**config.mk**
```make
export PLATFORM = sky130hd
export DESIGN_NAME = riff_wave_header_parser_top_flat
export DESIGN_NICKNAME = d
export VERILOG_FILES = /design/src/rtl/rwhp_pkg.sv /design/src/rtl/rwhp_stream_if.sv /design/src/rtl/rwhp_div.sv /design/src/rtl/rwhp_dp.sv /design/src/rtl/rwhp_ctrl.sv /design/src/rtl/riff_wave_header_parser_top.sv /design/src/flat_wrapper.sv
export SDC_FILE = /design/constraint.sdc
export NUM_CORES = 2
export LEC_CHECK = 0
export ABC_AREA = 1
export BUFFER_PORTS_ARGS = -buffer_cell sky130_fd_sc_hd__buf_4
export CAP_MARGIN = 20
export CORE_ASPECT_RATIO = 0.75
export CORE_MARGIN = 2
export CORE_UTILIZATION = 50
export DETAILED_ROUTE_END_ITERATION = 8
export MAX_ROUTING_LAYER = met4
export PLACE_DENSITY = 0.64
export SLEW_MARGIN = 20
export SYNTH_ARGS = -nofsm -noshare
export SYNTH_HDL_FRONTEND = slang
export SYNTH_HIERARCHICAL = 1
export SYNTH_SLANG_ARGS = --single-unit
```
**constraint.sdc**
```tcl
create_clock -name clk -period 12.6 [get_ports clk]
set_input_delay 2.52 -clock clk [delete_from_list [all_inputs] [get_ports clk]]
set_output_delay 2.52 -clock clk [all_outputs]
set_load 0.005 [all_outputs]
```
**src/rtl/rwhp_pkg.sv**
```systemverilog
// Shared types and constants for the RIFF/WAVE header parser.
// No dependencies; every module of the block imports this package.
package rwhp_pkg;

    localparam logic [31:0] TAG_RIFF = 32'h5249_4646;
    localparam logic [31:0] TAG_WAVE = 32'h5741_5645;
    localparam logic [31:0] TAG_FMT  = 32'h666D_7420;
    localparam logic [31:0] TAG_FACT = 32'h6661_6374;
    localparam logic [31:0] TAG_DATA = 32'h6461_7461;

    localparam logic [15:0] FMT_PCM   = 16'h0001;
    localparam logic [15:0] FMT_FLOAT = 16'h0003;
    localparam logic [15:0] FMT_EXT   = 16'hFFFE;

    localparam logic [5:0] GUID_START = 6'd24;
    localparam logic [5:0] GUID_END   = 6'd40;

    localparam int DEN_W = 29;

    localparam logic [1:0] KIND_SAMPLE = 2'd0;
    localparam logic [1:0] KIND_HDR    = 2'd1;
    localparam logic [1:0] KIND_ERR    = 2'd2;

    localparam logic [2:0] ERR_NONE      = 3'd0;
    localparam logic [2:0] ERR_NOT_WAVE  = 3'd1;
    localparam logic [2:0] ERR_FORMAT    = 3'd2;
    localparam logic [2:0] ERR_SUBTYPE   = 3'd3;
    localparam logic [2:0] ERR_TRUNCATED = 3'd4;

    typedef struct packed {
        logic [7:0] stream_byte;
        logic       end_of_stream;
    } rwhp_in_t;

    typedef struct packed {
        logic [1:0]  kind;
        logic [7:0]  sample_byte;
        logic        last_sample;
        logic        format_code;
        logic [15:0] channel_count;
        logic [31:0] rate_hz;
        logic [31:0] bytes_per_second;
        logic [15:0] block_align;
        logic [15:0] sample_bits;
        logic [31:0] frame_count;
        logic [2:0]  error_code;
    } rwhp_out_t;

    typedef enum logic [2:0] {
        OP_NONE, OP_TAG, OP_DESC, OP_TOP_SIZE, OP_SUB_SIZE, OP_FMT, OP_FACT, OP_COUNT
    } op_t;

    // Command from controller to datapath
    typedef struct packed {
        logic       take;
        op_t        op;
        logic       last;
        logic       clear;
        logic       out_load;
        logic [1:0] out_kind;
        logic [2:0] out_err;
        logic       out_last;
        logic       mul_load;
        logic       div_start;
        logic       count_load;
    } cmd_t;

    // Status from datapath to controller
    typedef struct packed {
        logic       out_free;
        logic       wave;
        logic       tag_riff;
        logic       tag_fmt;
        logic       tag_fact;
        logic       tag_data;
        logic       pad_zero;
        logic       riff_nz;
        logic       riff_gt4;
        logic       sub_riff_nz;
        logic       chunk_one;
        logic       count_zero;
        logic [2:0] fmt_err;
        logic       den_zero;
        logic       div_done;
    } stat_t;

    // Fixed bytes of the PCM/float subtype GUID after its first byte
    function automatic logic [7:0] guid_tail(input logic [3:0] i);
        logic [7:0] v;
        unique case (i)
            4'd6:    v = 8'h10;
            4'd8:    v = 8'h80;
            4'd11:   v = 8'hAA;
            4'd13:   v = 8'h38;
            4'd14:   v = 8'h9B;
            4'd15:   v = 8'h71;
            default: v = 8'h00;
        endcase
        return v;
    endfunction

endpackage

```
**src/rtl/rwhp_stream_if.sv**
```systemverilog
// Valid/ready channel carrying one word of a packed payload type.
// Depends on nothing; the payload type comes in as a parameter.
interface rwhp_stream_if #(parameter type payload_t = logic [7:0]);
    logic     valid;
    logic     ready;
    payload_t data;

    modport source (output valid, output data, input ready);
    modport sink (input valid, input data, output ready);
endinterface

```
**src/rtl/rwhp_div.sv**
```systemverilog
// Restoring divider, one quotient bit per cycle.
// Depends on rwhp_pkg for the divisor width.
module rwhp_div (
    input  logic                    clk,
    input  logic                    rst_n,
    input  logic                    start,
    input  logic [31:0]             dividend,
    input  logic [rwhp_pkg::DEN_W-1:0] divisor,
    output logic                    done,
    output logic [31:0]             quotient
);
    import rwhp_pkg::*;

    logic [31:0] rem_reg, rem_next;
    logic [31:0] quo_reg, quo_next;
    logic [31:0] den_reg;
    logic [5:0]  cnt_reg, cnt_next;
    logic        done_reg, done_next;
    logic [32:0] trial;

    always_comb
    begin
        rem_next  = rem_reg;
        quo_next  = quo_reg;
        cnt_next  = cnt_reg;
        done_next = 1'b0;
        trial     = {rem_reg, quo_reg[31]} - {1'b0, den_reg};
        if (cnt_reg != 6'd0)
        begin
            if (!trial[32])
            begin
                rem_next = trial[31:0];
                quo_next = {quo_reg[30:0], 1'b1};
            end
            else
            begin
                rem_next = {rem_reg[30:0], quo_reg[31]};
                quo_next = {quo_reg[30:0], 1'b0};
            end
            cnt_next = cnt_reg - 6'd1;
            done_next = (cnt_reg == 6'd1);
        end
    end

    always_ff @(posedge clk or negedge rst_n)
    begin
        if (!rst_n)
        begin
            cnt_reg  <= '0;
            done_reg <= 1'b0;
        end
        else
        begin
            cnt_reg  <= start ? 6'd32 : cnt_next;
            done_reg <= start ? 1'b0 : done_next;
        end
    end

    always_ff @(posedge clk)
    begin
        if (start)
        begin
            rem_reg <= '0;
            quo_reg <= dividend;
            den_reg <= {{(32-DEN_W){1'b0}}, divisor};
        end
        else
        begin
            rem_reg <= rem_next;
            quo_reg <= quo_next;
        end
    end

    assign done     = done_reg;
    assign quotient = quo_reg;
endmodule

```
**src/rtl/rwhp_dp.sv**
```systemverilog
// Datapath: tag and size assembly, fmt/fact fields, divisor and output register.
// Depends on rwhp_pkg and rwhp_div.
module rwhp_dp (
    input  logic                clk,
    input  logic                rst_n,
    input  rwhp_pkg::rwhp_in_t  in_data,
    input  rwhp_pkg::cmd_t      cmd,
    output rwhp_pkg::stat_t     stat,
    input  logic                out_ready,
    output logic                out_valid,
    output rwhp_pkg::rwhp_out_t out_data
);
    import rwhp_pkg::*;

    logic [31:0] tag_reg, chunk_reg, riff_reg, count_reg;
    logic [31:0] rate_reg, brate_reg;
    logic [15:0] ftag_reg, ch_reg, align_reg, bits_reg;
    logic        kind_reg;
    logic [1:0]  guid_reg;
    logic [5:0]  fs_reg;
    logic [DEN_W-1:0] den_reg;
    logic        out_valid_reg;
    rwhp_out_t   out_reg;
    logic [1:0]  lane_reg;

    logic [7:0]  b;
    logic [31:0] tag_shift, size_full, padded, riff_m8, sub_riff;
    logic [15:0] ftag_n, ch_n, align_n, bits_n;
    logic [31:0] rate_n, brate_n;
    logic [1:0]  guid_n;
    logic [5:0]  fs_n;
    logic [3:0]  gi;
    logic [2:0]  judge_err;
    logic        judge_kind;
    logic [31:0] product;
    logic        div_done;
    logic [31:0] quotient;
    logic        hdr;

    assign b         = in_data.stream_byte;
    assign tag_shift = {tag_reg[23:0], b};
    assign size_full = {b, chunk_reg[23:0]};
    assign padded    = size_full + {31'd0, size_full[0]};
    assign riff_m8   = (riff_reg > 32'd8) ? riff_reg - 32'd8 : 32'd0;
    assign sub_riff  = (riff_m8 > padded) ? riff_m8 - padded : 32'd0;
    assign product   = ch_reg * bits_reg;

    // Next fmt field values for the byte at offset fs_reg
    always_comb
    begin
        ftag_n  = ftag_reg;
        ch_n    = ch_reg;
        rate_n  = rate_reg;
        brate_n = brate_reg;
        align_n = align_reg;
        bits_n  = bits_reg;
        guid_n  = guid_reg;
        gi      = 4'(fs_reg - GUID_START);
        if (fs_reg < 6'd2)
            ftag_n[8*fs_reg[0] +: 8] = b;
        else if (fs_reg < 6'd4)
            ch_n[8*fs_reg[0] +: 8] = b;
        else if (fs_reg < 6'd8)
            rate_n[8*fs_reg[1:0] +: 8] = b;
        else if (fs_reg < 6'd12)
            brate_n[8*fs_reg[1:0] +: 8] = b;
        else if (fs_reg < 6'd14)
            align_n[8*fs_reg[0] +: 8] = b;
        else if (fs_reg < 6'd16)
            bits_n[8*fs_reg[0] +: 8] = b;
        else if (fs_reg >= GUID_START && fs_reg < GUID_END)
        begin
            if (gi == 4'd0)
            begin
                if (b != FMT_PCM[7:0])
                    guid_n[0] = 1'b0;
                if (b != FMT_FLOAT[7:0])
                    guid_n[1] = 1'b0;
            end
            else if (b != guid_tail(gi))
                guid_n = 2'b00;
        end
        fs_n = (fs_reg < GUID_END) ? fs_reg + 6'd1 : fs_reg;
    end

    // Format decision on the values after this byte
    always_comb
    begin
        judge_kind = 1'b0;
        judge_err  = ERR_NONE;
        if (ftag_n == FMT_PCM)
            judge_kind = 1'b0;
        else if (ftag_n == FMT_FLOAT)
            judge_kind = 1'b1;
        else if (ftag_n != FMT_EXT)
            judge_err = ERR_FORMAT;
        else if (fs_n < GUID_END)
            judge_err = ERR_SUBTYPE;
        else if (guid_n[0])
            judge_kind = 1'b0;
        else if (guid_n[1])
            judge_kind = 1'b1;
        else
            judge_err = ERR_SUBTYPE;
    end

    rwhp_div u_div (
        .clk      (clk),
        .rst_n    (rst_n),
        .start    (cmd.div_start),
        .dividend (chunk_reg),
        .divisor  (den_reg),
        .done     (div_done),
        .quotient (quotient)
    );

    always_comb
    begin
        stat.out_free    = !out_valid_reg || out_ready;
        stat.wave        = (tag_shift == TAG_WAVE);
        stat.tag_riff    = (tag_reg == TAG_RIFF);
        stat.tag_fmt     = (tag_reg == TAG_FMT);
        stat.tag_fact    = (tag_reg == TAG_FACT);
        stat.tag_data    = (tag_reg == TAG_DATA);
        stat.pad_zero    = (padded == 32'd0);
        stat.riff_nz     = (riff_reg != 32'd0);
        stat.riff_gt4    = (riff_reg > 32'd4);
        stat.sub_riff_nz = (sub_riff != 32'd0);
        stat.chunk_one   = (chunk_reg == 32'd1);
        stat.count_zero  = (count_reg == 32'd0);
        stat.fmt_err     = judge_err;
        stat.den_zero    = (den_reg == '0);
        stat.div_done    = div_done;
    end

    always_ff @(posedge clk or negedge rst_n)
    begin
        if (!rst_n)
        begin
            tag_reg   <= '0;
            chunk_reg <= '0;
            riff_reg  <= '0;
            count_reg <= '0;
            rate_reg  <= '0;
            brate_reg <= '0;
            ftag_reg  <= '0;
            ch_reg    <= '0;
            align_reg <= '0;
            bits_reg  <= '0;
            kind_reg  <= 1'b0;
            guid_reg  <= 2'b11;
            fs_reg    <= '0;
            den_reg   <= '0;
        end
        else if (cmd.take && cmd.clear)
        begin
            tag_reg   <= '0;
            chunk_reg <= '0;
            riff_reg  <= '0;
            count_reg <= '0;
            rate_reg  <= '0;
            brate_reg <= '0;
            ftag_reg  <= '0;
            ch_reg    <= '0;
            align_reg <= '0;
            bits_reg  <= '0;
            kind_reg  <= 1'b0;
            guid_reg  <= 2'b11;
            fs_reg    <= '0;
        end
        else
        begin
            if (cmd.mul_load)
                den_reg <= product[31:3];
            if (cmd.count_load)
                count_reg <= quotient;
            if (cmd.take)
            begin
                unique case (cmd.op)
                    OP_TAG:
                        tag_reg <= tag_shift;
                    OP_DESC:
                    begin
                        tag_reg <= tag_shift;
                        if (cmd.last && stat.wave)
                            riff_reg <= stat.riff_gt4 ? riff_reg - 32'd4 : 32'd0;
                    end
                    OP_TOP_SIZE:
                    begin
                        if (!cmd.last)
                            chunk_reg[8*lane_reg +: 8] <= b;
                        else if (stat.tag_riff)
                        begin
                            chunk_reg <= size_full;
                            riff_reg  <= size_full;
                        end
                        else
                            chunk_reg <= padded;
                    end
                    OP_SUB_SIZE:
                    begin
                        if (!cmd.last)
                            chunk_reg[8*lane_reg +: 8] <= b;
                        else
                        begin
                            chunk_reg <= padded;
                            riff_reg  <= sub_riff;
                            if (stat.tag_fmt)
                            begin
                                ftag_reg  <= '0;
                                ch_reg    <= '0;
                                rate_reg  <= '0;
                                brate_reg <= '0;
                                align_reg <= '0;
                                bits_reg  <= '0;
                                guid_reg  <= 2'b11;
                                fs_reg    <= '0;
                            end
                            else if (stat.tag_fact)
                            begin
                                count_reg <= '0;
                                fs_reg    <= '0;
                            end
                        end
                    end
                    OP_FMT:
                    begin
                        ftag_reg  <= ftag_n;
                        ch_reg    <= ch_n;
                        rate_reg  <= rate_n;
                        brate_reg <= brate_n;
                        align_reg <= align_n;
                        bits_reg  <= bits_n;
                        guid_reg  <= guid_n;
                        fs_reg    <= fs_n;
                        chunk_reg <= chunk_reg - 32'd1;
                        if (stat.chunk_one && judge_err == ERR_NONE)
                            kind_reg <= judge_kind;
                    end
                    OP_FACT:
                    begin
                        if (fs_reg < 6'd4)
                        begin
                            count_reg[8*fs_reg[1:0] +: 8] <= b;
                            fs_reg <= fs_reg + 6'd1;
                        end
                        chunk_reg <= chunk_reg - 32'd1;
                    end
                    OP_COUNT:
                        chunk_reg <= chunk_reg - 32'd1;
                    default:
                    begin
                    end
                endcase
            end
        end
    end

    // Size bytes arrive least significant first; advance the lane in step
    // with the controller's byte index
    always_ff @(posedge clk or negedge rst_n)
    begin
        if (!rst_n)
            lane_reg <= '0;
        else if (cmd.take && cmd.clear)
            lane_reg <= '0;
        else if (cmd.take && (cmd.op == OP_TOP_SIZE || cmd.op == OP_SUB_SIZE))
            lane_reg <= lane_reg + 2'd1;
    end

    // Output register, freed when the word is taken
    assign hdr = (cmd.out_kind == KIND_HDR);

    always_ff @(posedge clk or negedge rst_n)
    begin
        if (!rst_n)
            out_valid_reg <= 1'b0;
        else if (cmd.out_load)
            out_valid_reg <= 1'b1;
        else if (out_ready)
            out_valid_reg <= 1'b0;
    end

    always_ff @(posedge clk)
    begin
        if (cmd.out_load)
        begin
            out_reg.kind             <= cmd.out_kind;
            out_reg.sample_byte      <= (cmd.out_kind == KIND_SAMPLE) ? b : 8'd0;
            out_reg.last_sample      <= cmd.out_last;
            out_reg.format_code      <= hdr ? kind_reg : 1'b0;
            out_reg.channel_count    <= hdr ? ch_reg : 16'd0;
            out_reg.rate_hz          <= hdr ? rate_reg : 32'd0;
            out_reg.bytes_per_second <= hdr ? brate_reg : 32'd0;
            out_reg.block_align      <= hdr ? align_reg : 16'd0;
            out_reg.sample_bits      <= hdr ? bits_reg : 16'd0;
            out_reg.frame_count      <= hdr ? count_reg : 32'd0;
            out_reg.error_code       <= cmd.out_err;
        end
    end

    assign out_valid = out_valid_reg;
    assign out_data  = out_reg;
endmodule

```
**src/rtl/rwhp_ctrl.sv**
```systemverilog
// Controller: chunk walk state machine, byte index and output sequencing.
// Depends on rwhp_pkg; drives the datapath through cmd_t, reads stat_t.
module rwhp_ctrl (
    input  logic            clk,
    input  logic            rst_n,
    input  logic            in_valid,
    input  logic            eos,
    output logic            in_ready,
    input  rwhp_pkg::stat_t stat,
    output rwhp_pkg::cmd_t  cmd
);
    import rwhp_pkg::*;

    typedef enum logic [3:0] {
        ST_TOP_TAG, ST_TOP_SIZE, ST_TOP_SKIP, ST_DESC, ST_SUB_TAG, ST_SUB_SIZE,
        ST_FMT, ST_FACT, ST_DATA, ST_SKIP, ST_HALT, ST_MUL, ST_DEN, ST_DIV, ST_HDR
    } state_t;

    state_t     state_reg, state_next;
    logic [1:0] idx_reg, idx_next;
    logic       byte_state;
    logic       take;
    state_t     end_sub, end_sub_size;

    assign byte_state = !(state_reg == ST_MUL || state_reg == ST_DEN
                          || state_reg == ST_DIV || state_reg == ST_HDR);
    assign in_ready   = byte_state && stat.out_free;
    assign take       = in_valid && in_ready;
    assign end_sub      = stat.riff_nz ? ST_SUB_TAG : ST_TOP_TAG;
    assign end_sub_size = stat.sub_riff_nz ? ST_SUB_TAG : ST_TOP_TAG;

    always_comb
    begin
        state_next = state_reg;
        idx_next   = idx_reg;
        cmd        = '0;
        cmd.op     = OP_NONE;
        cmd.take   = take;
        cmd.last   = (idx_reg == 2'd3);
        unique case (state_reg)
            ST_TOP_TAG, ST_SUB_TAG:
            begin
                cmd.op = OP_TAG;
                if (take)
                begin
                    idx_next = idx_reg + 2'd1;
                    if (cmd.last)
                        state_next = (state_reg == ST_TOP_TAG) ? ST_TOP_SIZE : ST_SUB_SIZE;
                end
            end
            ST_DESC:
            begin
                cmd.op = OP_DESC;
                if (take)
                begin
                    idx_next = idx_reg + 2'd1;
                    if (cmd.last)
                    begin
                        if (!stat.wave)
                        begin
                            cmd.out_load = 1'b1;
                            cmd.out_kind = KIND_ERR;
                            cmd.out_err  = ERR_NOT_WAVE;
                            state_next   = ST_HALT;
                        end
                        else
                            state_next = stat.riff_gt4 ? ST_SUB_TAG : ST_TOP_TAG;
                    end
                end
            end
            ST_TOP_SIZE:
            begin
                cmd.op = OP_TOP_SIZE;
                if (take)
                begin
                    idx_next = idx_reg + 2'd1;
                    if (cmd.last)
                    begin
                        if (stat.tag_riff)
                            state_next = ST_DESC;
                        else
                            state_next = stat.pad_zero ? ST_TOP_TAG : ST_TOP_SKIP;
                    end
                end
            end
            ST_SUB_SIZE:
            begin
                cmd.op = OP_SUB_SIZE;
                if (take)
                begin
                    idx_next = idx_reg + 2'd1;
                    if (cmd.last)
                    begin
                        priority if (stat.tag_fmt)
                        begin
                            if (stat.pad_zero)
                            begin
                                // empty fmt chunk leaves a zero format tag
                                cmd.out_load = 1'b1;
                                cmd.out_kind = KIND_ERR;
                                cmd.out_err  = ERR_FORMAT;
                                state_next   = ST_HALT;
                            end
                            else
                                state_next = ST_FMT;
                        end
                        else if (stat.tag_fact)
                            state_next = stat.pad_zero ? end_sub_size : ST_FACT;
                        else if (stat.tag_data)
                        begin
                            if (eos && !stat.pad_zero)
                            begin
                                cmd.out_load = 1'b1;
                                cmd.out_kind = KIND_ERR;
                                cmd.out_err  = ERR_TRUNCATED;
                                state_next   = ST_HALT;
                            end
                            else if (stat.count_zero && !stat.pad_zero)
                                state_next = ST_MUL;
                            else
                            begin
                                cmd.out_load = 1'b1;
                                cmd.out_kind = KIND_HDR;
                                state_next   = stat.pad_zero ? end_sub_size : ST_DATA;
                            end
                        end
                        else
                            state_next = stat.pad_zero ? end_sub_size : ST_SKIP;
                    end
                end
            end
            ST_FMT:
            begin
                cmd.op = OP_FMT;
                if (take && stat.chunk_one)
                begin
                    if (stat.fmt_err != ERR_NONE)
                    begin
                        cmd.out_load = 1'b1;
                        cmd.out_kind = KIND_ERR;
                        cmd.out_err  = stat.fmt_err;
                        state_next   = ST_HALT;
                    end
                    else
                        state_next = end_sub;
                end
            end
            ST_FACT:
            begin
                cmd.op = OP_FACT;
                if (take && stat.chunk_one)
                    state_next = end_sub;
            end
            ST_DATA:
            begin
                cmd.op = OP_COUNT;
                if (take)
                begin
                    cmd.out_load = 1'b1;
                    if (stat.chunk_one)
                    begin
                        cmd.out_kind = KIND_SAMPLE;
                        cmd.out_last = 1'b1;
                        state_next   = end_sub;
                    end
                    else if (eos)
                    begin
                        cmd.out_kind = KIND_ERR;
                        cmd.out_err  = ERR_TRUNCATED;
                        state_next   = ST_HALT;
                    end
                    else
                        cmd.out_kind = KIND_SAMPLE;
                end
            end
            ST_TOP_SKIP:
            begin
                cmd.op = OP_COUNT;
                if (take && stat.chunk_one)
                    state_next = ST_TOP_TAG;
            end
            ST_SKIP:
            begin
                cmd.op = OP_COUNT;
                if (take && stat.chunk_one)
                    state_next = end_sub;
            end
            ST_HALT:
            begin
            end
            ST_MUL:
            begin
                cmd.mul_load = 1'b1;
                state_next   = ST_DEN;
            end
            ST_DEN:
            begin
                // zero divisor leaves the count at zero
                if (stat.den_zero)
                    state_next = ST_HDR;
                else
                begin
                    cmd.div_start = 1'b1;
                    state_next    = ST_DIV;
                end
            end
            ST_DIV:
            begin
                if (stat.div_done)
                begin
                    cmd.count_load = 1'b1;
                    state_next     = ST_HDR;
                end
            end
            ST_HDR:
            begin
                if (stat.out_free)
                begin
                    cmd.out_load = 1'b1;
                    cmd.out_kind = KIND_HDR;
                    state_next   = ST_DATA;
                end
            end
            default:
                state_next = ST_TOP_TAG;
        endcase
        if (take && eos)
        begin
            cmd.clear  = 1'b1;
            state_next = ST_TOP_TAG;
            idx_next   = 2'd0;
        end
    end

    always_ff @(posedge clk or negedge rst_n)
    begin
        if (!rst_n)
        begin
            state_reg <= ST_TOP_TAG;
            idx_reg   <= '0;
        end
        else
        begin
            state_reg <= state_next;
            idx_reg   <= idx_next;
        end
    end
endmodule

```
**src/rtl/riff_wave_header_parser_top.sv**
```systemverilog
// Top level of the RIFF/WAVE header parser: controller plus datapath.
// Depends on rwhp_pkg, rwhp_stream_if, rwhp_ctrl, rwhp_dp and rwhp_div.
//
// Feed the file one byte per word on in_stream, end_of_stream set on its
// final byte. The parser walks the RIFF chunks, skips what it does not know,
// decodes fmt and fact, sends one header word at the data chunk and then
// every padded payload byte, the last one flagged; errors go out as an error
// word, after which bytes are dropped until end_of_stream, which returns the
// parser to its reset state. Throughput is one byte per cycle as long as
// out_stream takes each word; the output register holds one word so a byte
// can be accepted in the same cycle the previous result leaves. When a data
// chunk arrives with no fact count, the frame count is the padded data size
// over (channels * bits) / 8: input stalls through the multiply, the divisor
// check, the one-bit-per-cycle divider and the header load, in that order,
// with the divider skipped when the divisor is zero; a stalled out_stream
// lengthens the header load.
module riff_wave_header_parser_top (
    input  logic           clk,
    input  logic           rst_n,
    rwhp_stream_if.sink    in_stream,
    rwhp_stream_if.source  out_stream
);
    import rwhp_pkg::*;

    cmd_t      cmd;
    stat_t     stat;
    rwhp_in_t  in_word;
    rwhp_out_t out_word;

    assign in_word = in_stream.data;

    // Sequence the chunk walk and the header divide
    rwhp_ctrl u_ctrl (
        .clk      (clk),
        .rst_n    (rst_n),
        .in_valid (in_stream.valid),
        .eos      (in_word.end_of_stream),
        .in_ready (in_stream.ready),
        .stat     (stat),
        .cmd      (cmd)
    );

    // Hold fields, sizes and the output word
    rwhp_dp u_dp (
        .clk       (clk),
        .rst_n     (rst_n),
        .in_data   (in_word),
        .cmd       (cmd),
        .stat      (stat),
        .out_ready (out_stream.ready),
        .out_valid (out_stream.valid),
        .out_data  (out_word)
    );

    assign out_stream.data = out_word;
endmodule

```
**src/flat_wrapper.sv**
```systemverilog
// flat-port wrapper written by rule: the top's interface ports become plain ports
module riff_wave_header_parser_top_flat import rwhp_pkg::*;
  (clk, rst_n, in_stream_valid, in_stream_data, in_stream_ready, out_stream_valid, out_stream_data, out_stream_ready);
  rwhp_stream_if in_stream_i ();
  rwhp_stream_if out_stream_i ();
  input  logic clk;
  input  logic rst_n;
  input wire logic [$bits(in_stream_i.valid)-1:0] in_stream_valid;
  input wire logic [$bits(in_stream_i.data)-1:0] in_stream_data;
  output wire logic [$bits(in_stream_i.ready)-1:0] in_stream_ready;
  output wire logic [$bits(out_stream_i.valid)-1:0] out_stream_valid;
  output wire logic [$bits(out_stream_i.data)-1:0] out_stream_data;
  input wire logic [$bits(out_stream_i.ready)-1:0] out_stream_ready;
  assign in_stream_i.valid = in_stream_valid;
  assign in_stream_i.data = in_stream_data;
  assign in_stream_ready = in_stream_i.ready;
  assign out_stream_valid = out_stream_i.valid;
  assign out_stream_data = out_stream_i.data;
  assign out_stream_i.ready = out_stream_ready;
  riff_wave_header_parser_top u_core (.clk(clk), .rst_n(rst_n), .in_stream(in_stream_i), .out_stream(out_stream_i));
endmodule
```
; ---- After elaboration in Yosys (flattened, before gate mapping)
; Cells that the tools add are included.
[classes]
add_sub_neg = 14
n_mul = 1
n_lt_le_gt_ge = 12
n_eq_ne = 73
n_shift = 6
muxes = 173
bitwise_logic = 1
n_reduce_logical = 55
[op_table]
columns = op, count
row1 = 2-to-1 mux 32 bit, 28
row2 = 2-to-1 mux 16 bit, 17
row3 = case mux 32 bit (3 select lines), 2
row4 = "== test 32 x 31 -> 1 bit, second input constant", 4
row5 = 2-to-1 mux 6 bit, 20
row6 = 2-to-1 mux 4 bit, 27
row7 = case mux 16 bit (2 select lines), 3
row8 = negation 5 -> 34 bit, 2
row9 = "variable shift 8 x 34 -> 32 bit, first input constant", 2
row10 = variable part select 8 x 34 -> 32 bit, 2
row11 = "inequality test 3 bit, second input constant", 22
row12 = bitwise mux 32 bit, 2
row13 = zero test 32 bit, 2
row14 = 2-to-1 mux 8 bit, 8
row15 = case mux 32 bit (2 select lines), 1
row16 = nonzero test 32 bit, 2
row17 = 2-to-1 mux 2 bit, 29
row18 = case mux 4 bit (13 select lines), 1
row19 = bitwise mux 16 bit, 3
row20 = "== test 4 bit, second input constant", 12
row21 = case mux 8 bit (6 select lines), 1
row22 = negation 4 -> 34 bit, 1
row23 = "variable shift 8 x 34 -> 16 bit, first input constant", 1
row24 = variable part select 8 x 34 -> 16 bit, 1
row25 = 70 further kinds, 142
[totals]
ff_bits = 330
inputBits = 12
out_inout_bits = 10
elab_cells = 357

; ---- Logic depth before layout (Yosys ltp)
[depth]
ltp_word = 32
mapped_depth = 34
ltp_nobuf = 34

; ---- By module
; The synthesis kept the hierarchy.
[by_module_without_submodules]
columns = module, n_inst, cells_per_inst, area_each_um2, seq_area_each_um2
row1 = rwhp_dp, 1, 4743, 36067.1, 12209.2
row2 = rwhp_div, 1, 1012, 6782.8, 2647.5
row3 = rwhp_ctrl, 1, 193, 1046.0, 150.1
row4 = riff_wave_header_parser_top, 1, 1, 3.8, 0.0

; ---- Least setup slack after synthesis
; No wires, ideal clock.
[synth_path]
kind = in2reg
start = in in_stream_data[6]
end = reg u_core.u_dp.out_reg (netlist bit u_core/u_dp/out_data[0]) (enable)
setup_time_ns = 2.043
t_arrival_ns = 8.525
required_time_ns = 10.557
slack_ns = 2.031
path_stages = 21
n_path_buf = 2
path_cell_list = buf_2 -> inv_1 -> buf_4 -> nand2_1 -> o21ai_0 -> nand2_1 -> o21ai_0 -> nor2_1 -> nand2_1 -> nor2_1 -> nand2_1 -> nor2_1 -> nand2_1 -> nand2_1 -> inv_1 -> nor3_1 -> inv_1 -> nand2_1 -> inv_1 -> nand2_1 -> nand4_1
[synth_rtl]
columns = element, line
row1 = from (decl), flat_wrapper.sv:9  ; input wire logic [$bits(in_stream_i.data)-1:0] in_stream_data;
row2 = to (decl), rwhp_dp.sv:23  ; rwhp_out_t out_reg;

; ---- Worst setup path in the final report
[layout_path]
start = reg u_core.u_dp.ch_reg[7]
end = reg u_core.u_dp.den_reg[23]
[layout_via]
elab_chain_len = 1
[layout_rtl]
columns = element, line
row1 = from (decl), rwhp_dp.sv:17  ; logic [15:0] ftag_reg, ch_reg, align_reg, bits_reg;
row2 = from (signal assigned), rwhp_dp.sv:229  ; ch_reg <= ch_n;
row3 = multiplier 16 x 16 -> 32 bit, rwhp_dp.sv:46  ; assign product = ch_reg * bits_reg;
row4 = to (signal assigned), rwhp_dp.sv:174  ; den_reg <= product[31:3];
row5 = to (decl), rwhp_dp.sv:21  ; logic [DEN_W-1:0] den_reg;
; Every way passes these cells.
; A chain may end at the register's enable or synchronous reset.

==> impl_metrics.yaml <==
status:
  outcome: "finished, final reports clean"
power:
  clkPwrFrac_pct: 14.0
  combPwrFrac_pct: 61.9
  switching_power_mw: 5.09
  leakage_nw: 19.2
  internal_power_mw: 3.74
  powerDensity_nw_per_um2: 236
  p_seq_share_pct: 24.1
  vdd_ir_drop_max_mv: 0.147
  power.share.switching_pct: 57.7
routing:
  wire_per_inst_um: 21.3
  drcViolationCount: 0
  routed_via_density: 5.61
  firstDrtPassIters: 7
  drtIter0Drc: 4829
  routed_wl_mm: 130
  vias: 34100
  drtAntennaViolNets: 0
clock_network:
  clock_latency_ns: 0.63
  cts_tree: "done"
  clockBufferDepth: 3
  post_cts_resized: 0
  htreeDepth: 2
  cts_setup_buffers: 0
  cts_buffers: 40
  clk_pin_slew_worst_paths_ns: 0.06
  cts-hold-fix-buffers: 0
  clockRootBuffer: "clkbuf_16"
  cts.sinks: 330
worst_setup_path:
  end_kind: "register"
  r2r_slack_ns: 6.07
  critical_path_required_ns: 13.13
  worstSetupPathType: "register to register"
  critPathLaunchType: "register"
  crit_arrival_ns: 7.06
  crit_fanout: 17
yosys:
  syn_nets: 5611
  syn_area_um2: 35300
  avgSynthCellArea_um2: 6.77
  yosys_warnings: 6
  synth_cells: 5216
die:
  die_w_um: 311
  num_rows: 84
  die-area_um2: 72700
  start_util_pct: 50.4
  io_pins: 22
  die_h_um: 234
  core_um2: 70000
global_routing:
  antenna_found_initial: 4
  grt-ovfl-total: 0
  grt_max_degree: 140
  grt_pass1_vias: 31100
  grt_pass1_wl_mm: 196
  grt_usage_pct: 36.6
sta:
  tightest_slew_ns: 1.15
  drv_slew: 0
  setup_violations: 0
  rsz0062_at_grt: "no"
  hold_ws_ns: 0.472
  skew_ns: 0.0635
  max-slew-margin-rel_pct: 22.8
  hold_viol_final: 0
  fin_tns_setup_ns: 0
  post-route-min-period_ns: 6.53
  fin_crit_sh_pct: 51.8
  fmax_mhz: 153
finish:
  fillers: 7128
  layout-drive-gt1-share_pct: 5.76
  nets: 5500
  final_util_pct: 53.3
  area_growth_pct: 5.80
place:
  hpwlAfterDp_mm: 100
  port_buffers: 21
  place_congestion: 1.09
run:
  timing.max_cap.violations: 0
hold_path:
  hold_path_class: "register to register"
per-layer routing:
layer / up-vias / part of all wire (%) / track usage [%]
met5: - / 0 / -
met4: 0 / 1.5 / 5.40
met3: 142 / 15 / 14.1
met2: 1826 / 35 / 43.0
met1: 16000 / 49 / 57.3
li1: 16200 / - / -
worst max-delay path, stage by stage (launching register included):
cell and delay (ns):
dfrtp_1 0.86, nand2_1 0.18, fa_1 0.58, inv_1 0.05
fa_1 0.46, fa_1 0.52, fa_1 0.52, fa_1 0.56
inv_1 0.06, fa_1 0.64, inv_1 0.08, ha_1 0.38
nand2_1 0.12, nor2_1 0.14, nor3b_1 0.37, nand4_1 0.13
nand3_1 0.18, a21oi_1 0.13, o21ai_0 0.23, or2_2 0.15
nand3_1 0.06, nand2_1 0.08
per-stage QoR:
| stage | total power [mW] | std cells | setup slack (ns) | area [um^2] |
|---|---|---|---|---|
| after CTS | 8.55 | 6079 | 6.14 | 37200 |
| after floorplan | 5.61 | 5216 | 6.67 | 35300 |
| after global placement | 7.30 | 6006 | 5.94 | 35900 |
| after detailed placement | 7.28 | 6006 | 5.90 | 35900 |
| final | 8.83 | 6086 | 6.07 | 37300 |
| after global routing | 9.40 | 6086 | 5.68 | 37300 |
cell type report:
| type | count | area [um^2] | area share (%) |
|---|---|---|---|
| diodes | 4 | 10.0 | 0.0268 |
| clock buffers | 51 | 1080 | 2.90 |
| clock inverters | 22 | 293 | 0.784 |
| inverters | 999 | 3760 | 10.1 |
| multi-input cells | 3695 | 22200 | 59.5 |
| flip-flops and latches | 330 | 8450 | 22.6 |
| well taps | 946 | 1180 | 3.17 |
| repair buffers | 39 | 360 | 0.965 |
final timing paths:
check                                                           start                                          to  cells past startpoint
max                                 u_core/u_dp/ch_reg[7]$_DFFE_PN0P_         u_core/u_dp/den_reg[23]$_DFFE_PN0P_                     21
min reg2reg                u_core/u_dp/u_div/rem_reg[14]$_SDFFE_PP0P_  u_core/u_dp/u_div/rem_reg[14]$_SDFFE_PP0P_                      2
max in group asynchronous                                       rst_n          u_core/u_dp/tag_reg[6]$_DFFE_PN0P_                      2
min in group asynchronous                                       rst_n    u_core/u_dp/u_div/cnt_reg[0]$_DFFE_PN0P_                      1
max reg2reg                         u_core/u_dp/ch_reg[7]$_DFFE_PN0P_         u_core/u_dp/den_reg[23]$_DFFE_PN0P_                     21
min                        u_core/u_dp/u_div/rem_reg[14]$_SDFFE_PP0P_  u_core/u_dp/u_div/rem_reg[14]$_SDFFE_PP0P_                      2
cells in the final DEF (no fill, tap or decap), drive strengths merged, types with 18 or more instances in the layout:
| cell type | count |
|---|---|
| o211ai | 27 |
| clkinv | 18 |
| nand3 | 255 |
| edfxtp | 69 |
| buf | 39 |
| nor4 | 33 |
| xor2 | 90 |
| o22ai | 48 |
| a31oi | 18 |
| o21ai | 292 |
| o2111ai | 20 |
| nor2 | 448 |
| o31ai | 23 |
| a21oi | 186 |
| clkbuf | 51 |
| nand4 | 80 |
| nand2 | 1543 |
| dfxtp | 32 |
| xnor2 | 28 |
| ha | 188 |
| fa | 195 |
| inv | 995 |
| nor3 | 92 |
| or2 | 21 |
| dfrtp | 227 |
power by group through the flow:
stage                     Combinational, mW  Clock (mW)  Sequential [mW]
after floorplan                        3.90           0             1.71
after global placement                 5.19           0             2.11
after detailed placement               5.17           0             2.11
after CTS                              5.20        1.25             2.09
after global routing                   5.94        1.30             2.16
final                                  5.47        1.24             2.13
Note: power is estimated with default switching activity, not from simulation.
